<file path="src/sv/scmd_pkg.sv">
// Shared types and constants for the serial command tokenizer.
`timescale 1ns / 1ps

package scmd_pkg;

    localparam int MAX_PARAMS = 10;
    localparam int NAME_CHARS = 8;
    localparam int NUM_NAMES  = 6;

    localparam int BYTE_W     = 8;
    localparam int NAME_W     = 64;
    localparam int COUNT_W    = 3;
    localparam int REG_IDX_W  = 3;
    localparam int LEN_W      = 4;
    localparam int SLOT_W     = 4;
    localparam int KIND_W     = 3;

    localparam logic [BYTE_W-1:0] CH_SEMI  = 8'h3B;
    localparam logic [BYTE_W-1:0] CH_QUERY = 8'h3F;
    localparam logic [BYTE_W-1:0] CH_BANG  = 8'h21;
    localparam logic [BYTE_W-1:0] CH_COMMA = 8'h2C;
    localparam logic [BYTE_W-1:0] CH_SPACE = 8'h20;

    localparam logic [KIND_W-1:0] KIND_IGNORED  = 3'd0;
    localparam logic [KIND_W-1:0] KIND_START    = 3'd1;
    localparam logic [KIND_W-1:0] KIND_NAME     = 3'd2;
    localparam logic [KIND_W-1:0] KIND_NAME_END = 3'd3;
    localparam logic [KIND_W-1:0] KIND_PARAM    = 3'd4;
    localparam logic [KIND_W-1:0] KIND_SEP      = 3'd5;
    localparam logic [KIND_W-1:0] KIND_END      = 3'd6;

    localparam logic [REG_IDX_W-1:0] REG_NAME_COUNT  = 3'd0;
    localparam logic [REG_IDX_W-1:0] REG_NAME_WORD_0 = 3'd1;

    typedef struct packed {
        logic [COUNT_W-1:0]                 name_count;
        logic [NUM_NAMES-1:0][NAME_W-1:0]   name_word;
    } scmd_cfg_t;

    typedef struct packed {
        logic [KIND_W-1:0]    kind;
        logic [BYTE_W-1:0]    tok_byte;
        logic [SLOT_W-1:0]    slot;
        logic                 query;
        logic [NUM_NAMES-1:0] mask;
        logic [SLOT_W-1:0]    total;
        logic                 seen;
        logic                 name_ovf;
        logic                 param_ovf;
    } scmd_result_t;

endpackage

</file>
<file path="src/sv/scmd_cfg_regs.sv">
// Configuration register file: name count and registered command names.
`timescale 1ns / 1ps

module scmd_cfg_regs (
    input  logic                              aclk,
    input  logic                              aresetn,
    input  logic                              cfg_wr_en,
    input  logic [scmd_pkg::REG_IDX_W-1:0]    cfg_wr_index,
    input  logic [scmd_pkg::NAME_W-1:0]       cfg_wr_data,
    output scmd_pkg::scmd_cfg_t               cfg
);

    scmd_pkg::scmd_cfg_t cfg_reg;

    always_ff @(posedge aclk) begin
        if (!aresetn) begin
            cfg_reg <= '0;
        end else if (cfg_wr_en) begin
            if (cfg_wr_index == scmd_pkg::REG_NAME_COUNT) begin
                cfg_reg.name_count <= cfg_wr_data[scmd_pkg::COUNT_W-1:0];
            end
            for (int k = 0; k < scmd_pkg::NUM_NAMES; k++) begin
                if (cfg_wr_index ==
                    scmd_pkg::REG_NAME_WORD_0 + scmd_pkg::REG_IDX_W'(k)) begin
                    cfg_reg.name_word[k] <= cfg_wr_data;
                end
            end
        end
    end

    assign cfg = cfg_reg;

endmodule

</file>
<file path="src/sv/scmd_core.sv">
// Parse phase machine, name packing, parameter counting and name matching.
`timescale 1ns / 1ps

module scmd_core (
    input  logic                          aclk,
    input  logic                          aresetn,
    input  logic                          step,
    input  logic [scmd_pkg::BYTE_W-1:0]   rx_byte,
    input  scmd_pkg::scmd_cfg_t           cfg,
    output scmd_pkg::scmd_result_t        result
);

    localparam logic [1:0] PH_WAIT  = 2'd0;
    localparam logic [1:0] PH_NAME  = 2'd1;
    localparam logic [1:0] PH_PARAM = 2'd2;

    logic [1:0]                   phase_reg, phase_next;
    logic                         query_reg, query_next;
    logic [scmd_pkg::NAME_W-1:0]  name_reg, name_next;
    logic [scmd_pkg::LEN_W-1:0]   len_reg, len_next;
    logic [scmd_pkg::SLOT_W-1:0]  cnt_reg, cnt_next;
    logic                         novf_reg, novf_next;
    logic                         povf_reg, povf_next;
    logic [scmd_pkg::NUM_NAMES-1:0] match;

    always_comb begin
        match = '0;
        for (int k = 0; k < scmd_pkg::NUM_NAMES; k++) begin
            match[k] = (scmd_pkg::COUNT_W'(k) < cfg.name_count) &&
                       (cfg.name_word[k] == name_reg);
        end
        if (novf_reg) begin
            match = '0;
        end
    end

    always_comb begin
        phase_next = phase_reg;
        query_next = query_reg;
        name_next  = name_reg;
        len_next   = len_reg;
        cnt_next   = cnt_reg;
        novf_next  = novf_reg;
        povf_next  = povf_reg;
        result     = '0;
        result.tok_byte = rx_byte;

        if (rx_byte == scmd_pkg::CH_SEMI) begin
            result.kind = scmd_pkg::KIND_END;
            if (phase_reg != PH_WAIT) begin
                result.seen  = 1'b1;
                result.query = query_reg;
                result.mask  = match;
                if (!query_reg && phase_reg == PH_PARAM) begin
                    result.total = cnt_reg + 1'b1;
                end
            end
            result.name_ovf  = novf_reg;
            result.param_ovf = povf_reg;
            phase_next = PH_WAIT;
            query_next = 1'b0;
            name_next  = '0;
            len_next   = '0;
            cnt_next   = '0;
            novf_next  = 1'b0;
            povf_next  = 1'b0;
        end else begin
            case (phase_reg)
                PH_WAIT: begin
                    if (rx_byte == scmd_pkg::CH_BANG || rx_byte == scmd_pkg::CH_QUERY) begin
                        result.kind = scmd_pkg::KIND_START;
                        phase_next  = PH_NAME;
                        query_next  = (rx_byte == scmd_pkg::CH_QUERY);
                    end
                end
                PH_NAME: begin
                    if (rx_byte == scmd_pkg::CH_SPACE) begin
                        result.kind = scmd_pkg::KIND_NAME_END;
                        phase_next  = PH_PARAM;
                    end else begin
                        result.kind = scmd_pkg::KIND_NAME;
                        if (len_reg < scmd_pkg::LEN_W'(scmd_pkg::NAME_CHARS)) begin
                            name_next[8*len_reg[2:0] +: 8] = rx_byte;
                            len_next = len_reg + 1'b1;
                        end else begin
                            novf_next = 1'b1;
                        end
                    end
                end
                PH_PARAM: begin
                    if (!query_reg && !povf_reg) begin
                        if (rx_byte == scmd_pkg::CH_COMMA) begin
                            if ({1'b0, cnt_reg} + 5'd1 >= 5'(scmd_pkg::MAX_PARAMS)) begin
                                povf_next = 1'b1;
                            end else begin
                                result.kind = scmd_pkg::KIND_SEP;
                                result.slot = cnt_reg;
                                cnt_next    = cnt_reg + 1'b1;
                            end
                        end else begin
                            result.kind = scmd_pkg::KIND_PARAM;
                            result.slot = cnt_reg;
                        end
                    end
                end
                default: begin
                    phase_next = PH_WAIT;
                end
            endcase
            if (phase_next != PH_WAIT) begin
                result.query = query_next;
            end
            result.name_ovf  = novf_next;
            result.param_ovf = povf_next;
        end
    end

    always_ff @(posedge aclk) begin
        if (!aresetn) begin
            phase_reg <= PH_WAIT;
            query_reg <= 1'b0;
            name_reg  <= '0;
            len_reg   <= '0;
            cnt_reg   <= '0;
            novf_reg  <= 1'b0;
            povf_reg  <= 1'b0;
        end else if (step) begin
            phase_reg <= phase_next;
            query_reg <= query_next;
            name_reg  <= name_next;
            len_reg   <= len_next;
            cnt_reg   <= cnt_next;
            novf_reg  <= novf_next;
            povf_reg  <= povf_next;
        end
    end

endmodule

</file>
<file path="src/sv/scmd_out_reg.sv">
// Result register with valid flag on the output channel.
`timescale 1ns / 1ps

module scmd_out_reg (
    input  logic                    aclk,
    input  logic                    aresetn,
    input  logic                    load,
    input  scmd_pkg::scmd_result_t  result,
    input  logic                    m_ready,
    output logic                    m_valid,
    output logic                    free,
    output scmd_pkg::scmd_result_t  held
);

    logic                   valid_reg;
    scmd_pkg::scmd_result_t data_reg;

    assign free = !valid_reg || m_ready;

    always_ff @(posedge aclk) begin
        if (!aresetn) begin
            valid_reg <= 1'b0;
        end else if (free) begin
            valid_reg <= load;
        end
    end

    always_ff @(posedge aclk) begin
        if (load) begin
            data_reg <= result;
        end
    end

    assign m_valid = valid_reg;
    assign held    = data_reg;

endmodule

</file>
<file path="src/sv/serial_command_tokenizer_unit.sv">
// Top level of the serial command tokenizer: input register, parser, result register.
`timescale 1ns / 1ps

// Channel   Direction  Handshake          Payload
// s_        in         s_valid/s_ready    s_rx_byte
// m_        out        m_valid/m_ready    m_token_kind .. m_param_overflow
// cfg_      in         cfg_wr_en          cfg_wr_index, cfg_wr_data
//
// One byte per cycle sustained while m_ready holds; each byte is registered in the input
// register and then in the result register before its result is offered on the m_ channel.
// The parser state advances when the input register moves into the result register.
// A stalled result register holds the input register; one further byte is buffered.
// Synchronous active-low reset clears command state, valid flags and config registers.

module serial_command_tokenizer_unit (
    input  logic                               aclk,
    input  logic                               aresetn,
    input  logic                               s_valid,
    output logic                               s_ready,
    input  logic [scmd_pkg::BYTE_W-1:0]        s_rx_byte,
    output logic                               m_valid,
    input  logic                               m_ready,
    output logic [scmd_pkg::KIND_W-1:0]        m_token_kind,
    output logic [scmd_pkg::BYTE_W-1:0]        m_token_byte,
    output logic [scmd_pkg::SLOT_W-1:0]        m_param_slot,
    output logic                               m_query_flag,
    output logic [scmd_pkg::NUM_NAMES-1:0]     m_match_mask,
    output logic [scmd_pkg::SLOT_W-1:0]        m_arg_total,
    output logic                               m_start_seen,
    output logic                               m_name_overflow,
    output logic                               m_param_overflow,
    input  logic                               cfg_wr_en,
    input  logic [scmd_pkg::REG_IDX_W-1:0]     cfg_wr_index,
    input  logic [scmd_pkg::NAME_W-1:0]        cfg_wr_data
);

    logic                          in_valid_reg;
    logic [scmd_pkg::BYTE_W-1:0]   in_byte_reg;
    logic                          out_free;
    logic                          step;
    scmd_pkg::scmd_cfg_t           cfg;
    scmd_pkg::scmd_result_t        result;
    scmd_pkg::scmd_result_t        held;

    assign step    = in_valid_reg && out_free;
    assign s_ready = !in_valid_reg || out_free;

    always_ff @(posedge aclk) begin
        if (!aresetn) begin
            in_valid_reg <= 1'b0;
        end else if (s_ready) begin
            in_valid_reg <= s_valid;
        end
    end

    always_ff @(posedge aclk) begin
        if (s_ready && s_valid) begin
            in_byte_reg <= s_rx_byte;
        end
    end

    scmd_cfg_regs u_cfg (
        .aclk         (aclk),
        .aresetn      (aresetn),
        .cfg_wr_en    (cfg_wr_en),
        .cfg_wr_index (cfg_wr_index),
        .cfg_wr_data  (cfg_wr_data),
        .cfg          (cfg)
    );

    scmd_core u_core (
        .aclk    (aclk),
        .aresetn (aresetn),
        .step    (step),
        .rx_byte (in_byte_reg),
        .cfg     (cfg),
        .result  (result)
    );

    scmd_out_reg u_out (
        .aclk    (aclk),
        .aresetn (aresetn),
        .load    (step),
        .result  (result),
        .m_ready (m_ready),
        .m_valid (m_valid),
        .free    (out_free),
        .held    (held)
    );

    assign m_token_kind     = held.kind;
    assign m_token_byte     = held.tok_byte;
    assign m_param_slot     = held.slot;
    assign m_query_flag     = held.query;
    assign m_match_mask     = held.mask;
    assign m_arg_total      = held.total;
    assign m_start_seen     = held.seen;
    assign m_name_overflow  = held.name_ovf;
    assign m_param_overflow = held.param_ovf;

endmodule

</file>
<file path="config.mk">
export PLATFORM = sky130hd
export DESIGN_NAME = serial_command_tokenizer_unit
export DESIGN_NICKNAME = d
export VERILOG_FILES = /design/src/sv/scmd_pkg.sv /design/src/sv/scmd_cfg_regs.sv /design/src/sv/scmd_core.sv /design/src/sv/scmd_out_reg.sv /design/src/sv/serial_command_tokenizer_unit.sv
export SDC_FILE = /design/constraint.sdc
export NUM_CORES = 1
export LEC_CHECK = 0
export ABC_CLOCK_PERIOD_IN_PS = 3350
export BUFFER_PORTS_ARGS = -buffer_cell sky130_fd_sc_hd__buf_2
export CAP_MARGIN = 20
export CORE_MARGIN = 8
export CORE_UTILIZATION = 30
export DETAILED_ROUTE_END_ITERATION = 8
export GPL_ROUTABILITY_DRIVEN = 0
export HOLD_SLACK_MARGIN = 0.05
export MAX_ROUTING_LAYER = met4
export SLEW_MARGIN = 20
export SYNTH_ARGS = -nofsm -noshare
export SYNTH_HDL_FRONTEND = slang
export SYNTH_SLANG_ARGS = --single-unit
</file>
<file path="constraint.sdc">
create_clock -name aclk -period 3.35 [get_ports aclk]
set_input_delay 0.1675 -clock aclk [delete_from_list [all_inputs] [get_ports aclk]]
set_output_delay 0.1675 -clock aclk [all_outputs]
set_load 0.05 [all_outputs]
</file>
Word-level counts from Yosys, hierarchy flattened
Cells that the tools add are included.
{"block": "word_totals", "register_bits": 503, "latch_bits": 0, "mem_bits_rw": 0, "mem_bits_ro": 0, "inputBits": 80, "out_inout_bits": 31, "word_cells": 148, "n_memories": 0}
{"block": "op_classes", "add_sub_neg": 4, "mul": 0, "div": 0, "magnitude_cmp": 8, "eq_ne": 21, "shifts": 2, "mux": 45, "bitwise": 4, "reduce_logical": 38}
{"op": "== test 64 bit", "n": 6}
{"op": "2-to-1 mux 64 bit", "n": 4}
{"op": "bitwise mux 64 bit", "n": 1}
{"op": "variable shift 8 x 34 -> 64 bit (first input constant)", "n": 1}
{"op": "variable part select 8 x 34 -> 64 bit", "n": 1}
{"op": "2-to-1 mux 4 bit", "n": 12}
{"op": "== test 8 x 6 -> 1 bit (second input constant)", "n": 5}
{"op": "negation 6 -> 34 bit", "n": 1}
{"op": "2-to-1 mux 1 bit", "n": 16}
{"op": "AND reduction 2 bit", "n": 7}
{"op": "nonzero test 2 bit", "n": 7}
{"op": "2-to-1 mux 12 bit", "n": 1}
{"op": "logical AND 1 bit", "n": 10}
{"op": "2-to-1 mux 2 bit", "n": 5}
{"op": "== test 3 bit (second input constant)", "n": 3}
{"op": "2-to-1 mux 3 bit", "n": 3}
{"op": "one-hot mux 3 bit (3 select lines)", "n": 1}
{"op": "adder 4 x 1 -> 4 bit (second input constant)", "n": 2}
{"op": "== test 3 x 2 -> 1 bit (second input constant)", "n": 2}
{"op": "< comparator 1 x 3 -> 1 bit (first input constant)", "n": 2}
{"op": "< comparator 2 x 3 -> 1 bit (first input constant)", "n": 2}
{"op": "< comparator 3 bit (first input constant)", "n": 2}
{"op": "2-to-1 mux 6 bit", "n": 1}
{"op": "one-hot mux 2 bit (3 select lines)", "n": 1}
{"op": "16 further kinds", "n": 26}

Longest topological paths before layout
Gate-level depths: netlist of run 1.
{"block": "logic_depth", "ltp_word": 8, "depth_mapped": 9}

Hierarchy
A second synthesis of run 1 with hierarchy kept.
{"block": "unflattened", "hier_cells": 2355, "area_unflattened_um2": 23132.2}
{"mod": "scmd_cfg_regs", "instances": 1, "cells_each": 1324, "area_each_um2": 13923.4}
{"mod": "scmd_core", "instances": 1, "cells_each": 984, "area_each_um2": 7983.9}
{"mod": "scmd_out_reg", "instances": 1, "cells_each": 33, "area_each_um2": 919.6}
{"mod": "serial_command_tokenizer_unit", "instances": 1, "cells_each": 14, "area_each_um2": 305.3}

Worst setup path before layout of run 1
No wires, ideal clock.
{"block": "synth_timing", "path_type": "register -> register", "from": "register u_out.valid_reg, in the netlist u_out.m_valid", "to": "register u_core.name_reg[0] (netlist bit)", "setup_time_ns": 0.060, "arrival_ns": 3.067, "slack_ns": 0.224, "path_stages_with_launch": 8, "period_less_slack_ns": 3.126, "cell_sequence": "dfxtp_1 -> nor2b_1 -> nand2b_1 -> clkbuf_1 -> clkinv_1 -> a21boi_0 -> o21a_1 -> a22o_1"}
{"block": "synth_between", "elab_chain_len": 4}
{"element": "start: declaration", "line": "scmd_out_reg.sv:15", "rtl": "logic valid_reg;"}
{"element": "start signal: assignment", "line": "scmd_out_reg.sv:24", "rtl": "valid_reg <= load;"}
{"element": "logical NOT 1 bit", "line": "scmd_out_reg.sv:18", "rtl": "assign free = !valid_reg || m_ready;"}
{"element": "logical OR 1 bit", "line": "scmd_out_reg.sv:18"}
{"element": "logical AND 1 bit", "line": "serial_command_tokenizer_unit.sv:45", "rtl": "assign step = in_valid_reg && out_free;"}
{"element": "via step", "line": "serial_command_tokenizer_unit.sv:40", "rtl": "logic step;"}
{"element": "AND reduction 4 bit (no line)"}
{"element": "end signal: assignment", "line": "scmd_core.sv:130", "rtl": "name_reg <= name_next;"}
{"element": "end: declaration", "line": "scmd_core.sv:19", "rtl": "logic [scmd_pkg::NAME_W-1:0] name_reg, name_next;"}
The timed path passes the listed nets, and every way through them passes these cells.
A chain may end at the register's enable or synchronous reset.

Final worst setup path of run 1
{"block": "layout_timing", "from": "register in_byte_reg[0] (netlist bit)", "to": "register u_out.data_reg (netlist bit u_out.held[8]) (data pin)"}
{"block": "layout_between", "elab_chain_len": 3}
{"element": "start: declaration", "line": "serial_command_tokenizer_unit.sv:38", "rtl": "logic [scmd_pkg::BYTE_W-1:0] in_byte_reg;"}
{"element": "start signal: assignment", "line": "serial_command_tokenizer_unit.sv:58", "rtl": "in_byte_reg <= s_rx_byte;"}
{"element": "== test 8 x 6 -> 1 bit", "line": "scmd_core.sv:48", "rtl": "if (rx_byte == scmd_pkg::CH_SEMI) begin"}
{"element": "NOT 1 bit (no line)"}
{"element": "OR reduction 3 bit (no line)"}
{"element": "end signal: assignment", "line": "scmd_out_reg.sv:30", "rtl": "data_reg <= result;"}
{"element": "end: declaration", "line": "scmd_out_reg.sv:16", "rtl": "scmd_pkg::scmd_result_t data_reg;"}
No other way between the ends.

==> run metrics, run 1 <==
max reg flops=387; register area share after synthesis=47.0%; Die Ht=288 um; Initial Util=30.1%; I/O pin cnt=111; Leak Pwr=9.54 nW; share of cells above drive strength 1=9.85%; Synth warnings=0; cell count after synthesis=between 2,000 and 3,000; vias=between 20,000 and 25,000; area growth from synthesis to layout=18.8%; worst-margin pin slew=0.970 ns; dpl hpwl=63,700 um; Logic pwr share=7.5%; CP endpoint kind=register; hold_sp=cfg_wr_index[0]; synth cell count leaders=796 x nand2_1, 466 x dfxtp_1, 403 x a21oi_1, 207 x xnor2_1, 192 x clkbuf_1; Reg power frac=between 40 and 50%; RSZ-0062 raised after global routing=false; Hold EP=u_cfg.cfg[385]$_SDFFE_PN0P_; max-slew violations=0; vias in the first global route=18,600; Area after DPL=0.0238 mm^2; Starting DRT DRC Count=roughly 2,600; Pint=10.2 mW; worst-case clock buffer depth=3; Power Density=513 mW/mm^2; Worst EP required=3.77 ns; worst reg2reg path depth=5; Die Area=0.0830 mm^2; Post-CTS Hold Buffers=between 70 and 80; Die Wd=288 um; fmax=355 MHz; Post-synth EDFFs=37; flop2flop setup slack=between 0.5 and 0.6 ns; wire per inst=23.7 um; endpoints failing hold=0; Sw Share=~25%; grt ovf=0; ys async rst share=0%; clock share of power=46.2%; area of the multi-input gates=0.0109 mm^2; largest net degree at the start of global routing=140; ranking of synthesized cells by area=dfxtp_1 42%, nand2_1 13%, a21oi_1 9.1%; CP max-delay cell=nor3_2; commonest register cell after synthesis=dfxtp_1; clock sink total=roughly 500; Max Cap Viol=0; reg-to-reg startpoint=in_byte_reg[0]$_DFFE_PP_; input/output buffers=110; Crit Path Category=register to register; setup TNS=0 ns; Mapped Area=0.0222 mm^2; slew margin rel.=between 30% and 40%; worst-skew pair later-pin latency=0.61 ns; first-pass GRT wire length=130,000 um; antenna-violating nets left=0; CTS tree=yes; cell with the most instances after synthesis=nand2_1; vias per cell=5.28; Core Footprint=~0.074 mm^2; dpl cells=3,628; antenna violations before repair=5; crit-path max cell delay=0.64 ns; worst clock skew=0.0188 ns; Tcrit/Tclk final=between 80% and 90%; fin area=between 0.02 and 0.03 mm^2; number of cell rows=100; Root Buffer=clkbuf_16; TritonCTS buffer count=between 50 and 60; register area=0.0104 mm^2; crit start category=register; post-CTS sizing=0; gr usage total=21.7%; hold path depth=4; Synth Area per Inst=roughly 8.2 um^2; Critical Path Fanout Max=7; Synthesized Nets=2,785; Worst Path Arrival=around 3.2 ns; critical-path cell list=nand4bb_1 > or3_1 > nor3_2 > o21ai_0 > nor4_1; area leader, netlist=dfxtp_1; post-CTS setup repair buffer count=0; Non-Filler Instances=3,806; share of Yosys cell area claimed by the top area cell type=42.0%; final setup vio count=0; Worst Path Buf+Inv=0; Final min period=2.81 ns; Final Net Count=2,878; clk slew on worst S/H paths=roughly 0.07 ns; VDD IR max=0.000348 V; Core Util, Final=between 30% and 40%; Netlist cell types=62; number of fill cells in the layout=around 7,600; Power Total=~14 mW; H-Tree Depth=2; sw power=3.35 mW; Yosys reg bits=503; DRC=0; status=finished, final reports clean; kind of cell adding the most delay to the critical path=simple AND/OR/NAND/NOR gates; First-pass DRT Iterations=5; reg2reg end=u_out.held[8]$_SDFFCE_PP0P_; Hold Path Class=input port to register; final wirelength=90,200 um
tightest hold or removal path, delay by kind of cell:
kind | cells | cell delay [ns]
buf+inv | 1 | 0.18
simple gates | 2 | 0.22
mux | 1 | 0.14
per-stage QoR:
stage	setup WS [ns]	hold slack [ns]
finish	0.537	0.135
global route	0.330	0.181
CTS	0.597	0.119
detailed placement	0.670	0.347
global placement	0.743	0.350
floorplan	0.224	0.266
how the worst max path moves through the flow:
stage,start,to,slack [ns],cells past startpoint
CTS,in_byte_reg[5]$_DFFE_PP_,u_out.held[8]$_SDFFCE_PP0P_,0.60,5
floorplan,u_out.m_valid$_SDFFE_PN0P_,u_core.name_reg[0]$_SDFFE_PN0P_,0.22,7
global route,in_byte_reg[6]$_DFFE_PP_,u_core.name_reg[3]$_SDFFE_PN0P_,0.33,6
finish,in_byte_reg[0]$_DFFE_PP_,u_out.held[8]$_SDFFCE_PP0P_,0.54,5
detailed placement,in_byte_reg[6]$_DFFE_PP_,u_core.name_reg[1]$_SDFFE_PN0P_,0.67,6
global placement,in_byte_reg[6]$_DFFE_PP_,u_core.name_reg[4]$_SDFFE_PN0P_,0.74,6
cell families (layout without fill, tap and decap cells):
group                      Yosys count  count (layout)  synth area share, %
DFF                                503             503                 47.0
AOI/OAI and AO/OA                  549             549                 14.6
adders and majority gates            8               8                0.450
other                                0               5                    0
xor gates and xnor gates           336             336                 13.2
buffers and inverters              252             387                 4.34
and+or+nand+nor                   1046            1046                 20.3
muxes                                3               3                0.135
power by group through the flow:
stage	combinational (mW)	clock (mW)	sequential (mW)
final	1.02	6.27	6.27
after global routing	1.07	6.57	6.28
after CTS	0.999	6.28	6.27
after detailed placement	0.920	0	6.40
after global placement	0.919	0	6.40
after floorplan	0.436	0	6.42
metal layers:
layer,vias up,routed length [um],global-route usage [%]
li1,9202,-,-
met1,9674,37100,28.0
met2,1005,39600,32.2
met3,213,8900,4.43
met4,0,4590,10.4
met5,-,0,-
final cells by class:
cell class	instances	area share (%)
antenna	5	0.0474
clock buffer	81	6.16
clock inverter	15	0.815
inverter	47	0.697
multi-input combinational	1942	41.2
sequential	503	39.5
tap	969	4.59
timing repair buffer	244	6.91
placed cells by master (no fill, tap or decap), types with 20 or more instances in the layout:
cell             n
a21oi_1        403
a22o_1          43
buf_2          110
buf_4           51
clkbuf_16       54
dfxtp_1        466
dlygate4sd3_1   77
edfxtp_1        37
inv_1           45
nand2_1        794
nand2b_1        20
nand4_1         67
nor2_1          24
nor4_1          48
xnor2_1        207
xor2_1         129
(Power assumes the default switching activity.)
==> run 2: changes to the inputs <==
ABC_AREA = 1   (was unset)
ABC_CLOCK_PERIOD_IN_PS = 2800   (was 3350)
clock period = 2.8 ns   (was 3.35 ns; I/O delays follow)
==> run 2 against run 1 <==
  * Clock power rose by 26%
  * Worst hold slack better by 0.045 ns
  * Register-to-register slack is essentially flat
  * Area after synthesis up 3.3%
  * Wire length rose by 14%
  * Core utilization up 0.53 points
  * Highest routed layer unchanged
==> run metrics, run 2 <==
status=finished, final reports clean; Hold Path Class=input port to register; Root Buffer=clkbuf_16; worst-case clock buffer depth=3 (unchanged); gr usage total=23.6% (+1.9 points); Die Ht=293 um (+1.5%); ranking of synthesized cells by area=dfxtp_1 41%, nor2_1 12%, o21ai_0 9.2%; fmax=440 MHz (+24%); Post-CTS Hold Buffers=77 (unchanged); CTS tree=yes; Final Net Count=3,361 (+17%); Post-synth EDFFs=37 (unchanged); Die Area=0.0856 mm^2 (+3.1%); Mapped Area=0.0229 mm^2 (+3.3%); Hold EP=u_cfg.cfg[385]$_SDFFE_PN0P_; reg-to-reg startpoint=u_core.len_reg[1]$_SDFFE_PN0P_; dpl cells=4,118 (+14%); grt ovf=0 (unchanged); number of cell rows=101 (+1.0%); crit start category=register; wire per inst=23.8 um (+0.58%); hold path depth=6 (+2); largest net degree at the start of global routing=155 (+11%); first-pass GRT wire length=147,000 um (+13%); DRC=0 (unchanged); Worst Path Arrival=2.78 ns (-0.45 ns); H-Tree Depth=2 (unchanged); Leak Pwr=11.6 nW (+22%); Tcrit/Tclk final=81.2% (-2.8 points); cell with the most instances after synthesis=nor2_1; number of fill cells in the layout=8,012 (+5.5%); TritonCTS buffer count=54 (+3.8%); Final min period=2.27 ns (-0.540 ns); final setup vio count=0 (unchanged); worst reg2reg path depth=8 (+3); worst-skew pair later-pin latency=0.63 ns (+0.02 ns); Synth warnings=0 (unchanged); input/output buffers=110 (unchanged); Synth Area per Inst=7.29 um^2 (-11%); share of cells above drive strength 1=9.68% (-0.17 points); post-CTS setup repair buffer count=0 (unchanged); reg2reg end=u_core.name_reg[35]$_SDFFE_PN0P_; antenna-violating nets left=0 (unchanged); area leader, netlist=dfxtp_1; antenna violations before repair=4 (-1); Worst EP required=3.31 ns (-0.46 ns); Core Footprint=0.0758 mm^2 (+2.5%); I/O pin cnt=111 (unchanged); worst clock skew=0.0250 ns (+0.00626 ns); VDD IR max=0.000416 V (+20%); vias in the first global route=21,100 (+14%); Power Density=621 mW/mm^2 (+21%); share of Yosys cell area claimed by the top area cell type=40.6% (-1.3 points); First-pass DRT Iterations=8 (+3); clk slew on worst S/H paths=0.06 ns (about the same); commonest register cell after synthesis=dfxtp_1; hold_sp=cfg_wr_index[2]; CP endpoint kind=register; worst-margin pin slew=0.894 ns (-0.0768 ns); Starting DRT DRC Count=2,941 (+13%); synth cell count leaders=740 x nor2_1, 466 x dfxtp_1, 421 x o21ai_0, 314 x nand2_1, 228 x inv_1; Synthesized Nets=3,234 (+16%); Netlist cell types=35 (-44%); Critical Path Fanout Max=9 (+2); Die Wd=293 um (+1.5%); commonest non-fill, non-tap cell in the layout=nor2_1; flop2flop setup slack=0.53 ns (about the same); Max Cap Viol=0 (unchanged); vias=22,700 (+13%); ys async rst share=0% (unchanged); highest-count cells in the layout ignoring fill and taps=735 x nor2_1, 466 x dfxtp_1, 421 x o21ai_0; post-CTS sizing=0 (unchanged); register area share after synthesis=45.5% (-1.5 points); cell count after synthesis=3,146 (+17%); Crit Path Category=register to register; area growth from synthesis to layout=19.7%; Non-Filler Instances=4,297 (+13%); max-slew violations=0 (unchanged); max reg flops=387 (unchanged); clock sink total=503 (unchanged); final wirelength=102,000 um (+14%); endpoints failing hold=0 (unchanged); slew margin rel.=40.4% (+5.1 points); vias per cell=5.29 (+0.17%); Yosys reg bits=503 (unchanged); setup TNS=0 ns (unchanged); dpl hpwl=73,600 um (+15%); RSZ-0062 raised after global routing=false; Initial Util=30.3% (+0.21 points)
-- run 2: cell types whose count changed after synthesis, moves of 48 or more --
cell     change
a21oi_1    -201
o22ai_1    +101
inv_1      +182
nor4_1      -48
nand3_1     +83
xnor2_1     -81
nand2_1    -482
o21ai_0    +413
nor2_1     +712
-- run 2: routing by layer --
metal  part of all wire, %  GRT usage, %  wire length (um)
met5                     0             -                 0
met4                   5.7          11.7              5870
met3                    12          5.03             12100
met2                    41          33.8             42400
met1                    41          31.3             42000
-- run 2: worst max-delay path by stage --
stage                              startpoint                                to  slack, ns
2_1_floorplan      u_out.m_valid$_SDFFE_PN0P_    u_core.len_reg[2]$_SDFFE_PN0P_       0.15
3_3_place_gp   u_core.len_reg[1]$_SDFFE_PN0P_  u_core.name_reg[35]$_SDFFE_PN0P_       0.67
3_5_place_dp         in_byte_reg[7]$_DFFE_PP_      u_out.held[12]$_SDFFCE_PP0P_       0.63
4_1_cts              in_byte_reg[7]$_DFFE_PP_      u_out.held[12]$_SDFFCE_PP0P_       0.61
5_1_grt              in_byte_reg[7]$_DFFE_PP_      u_out.held[12]$_SDFFCE_PP0P_       0.31
6_report       u_core.len_reg[1]$_SDFFE_PN0P_  u_core.name_reg[35]$_SDFFE_PN0P_       0.53
-- run 2: metrics by stage --
| stage | util [%] | power, mW | hold WS, ns | cell area [um^2] | setup slack (ns) |
|---|---|---|---|---|---|
| floorplan | - | 8.49 | 0.239 | 22900 | 0.147 |
| global placement | 32.6 | 9.14 | 0.334 | 24700 | 0.668 |
| detailed placement | 32.6 | 9.14 | 0.326 | 24700 | 0.633 |
| CTS | 36.2 | 17.0 | 0.162 | 27500 | 0.606 |
| global route | 36.2 | 17.5 | 0.231 | 27500 | 0.307 |
| finish | 36.2 | 17.1 | 0.180 | 27500 | 0.527 |
-- run 2: final cells by class --
type | count | area (um^2) | share of cell area [%]
well taps | 978 | 1220 | 4.45
flip-flops and latches | 503 | 10400 | 38.0
multi-input cells | 2211 | 10900 | 39.7
inverters | 231 | 870 | 3.17
clock inverters | 18 | 275 | 1.00
diodes | 4 | 10.0 | 0.0364
clock buffers | 80 | 1670 | 6.09
repair buffers | 272 | 2090 | 7.59
-- run 2: power by group --
part | total [mW] | leakage [nW] | switching (mW) | internal [mW]
combinational | 1.50 | 6.53 | 1.04 | 0.463
clock | 7.92 | 0.966 | 3.16 | 4.76
sequential | 7.63 | 4.13 | 0.160 | 7.47
total | 17.1 | 11.6 | 4.36 | 12.7
-- run 2: worst max-delay path: stages (launching register included) --
cell and delay (ns):
dfxtp_1 0.42, inv_1 0.12, ha_1 0.20, ha_1 0.19, nor2_1 0.40, nand4_1 0.19
inv_1 0.25, nand3_1 0.13, a21oi_1 0.26
-- run 2: kinds of logic (layout without fill, tap and decap cells) --
group / count (synthesis) / in the layout / synth area share (%)
buf+inv: 432 / 601 / 7.20
compound gates: 747 / 747 / 17.0
other cells: 0 / 4 / 0
flops: 503 / 503 / 45.5
simple gates: 1242 / 1242 / 21.7
xor+xnor: 214 / 214 / 8.17
fa+ha+maj: 8 / 8 / 0.436
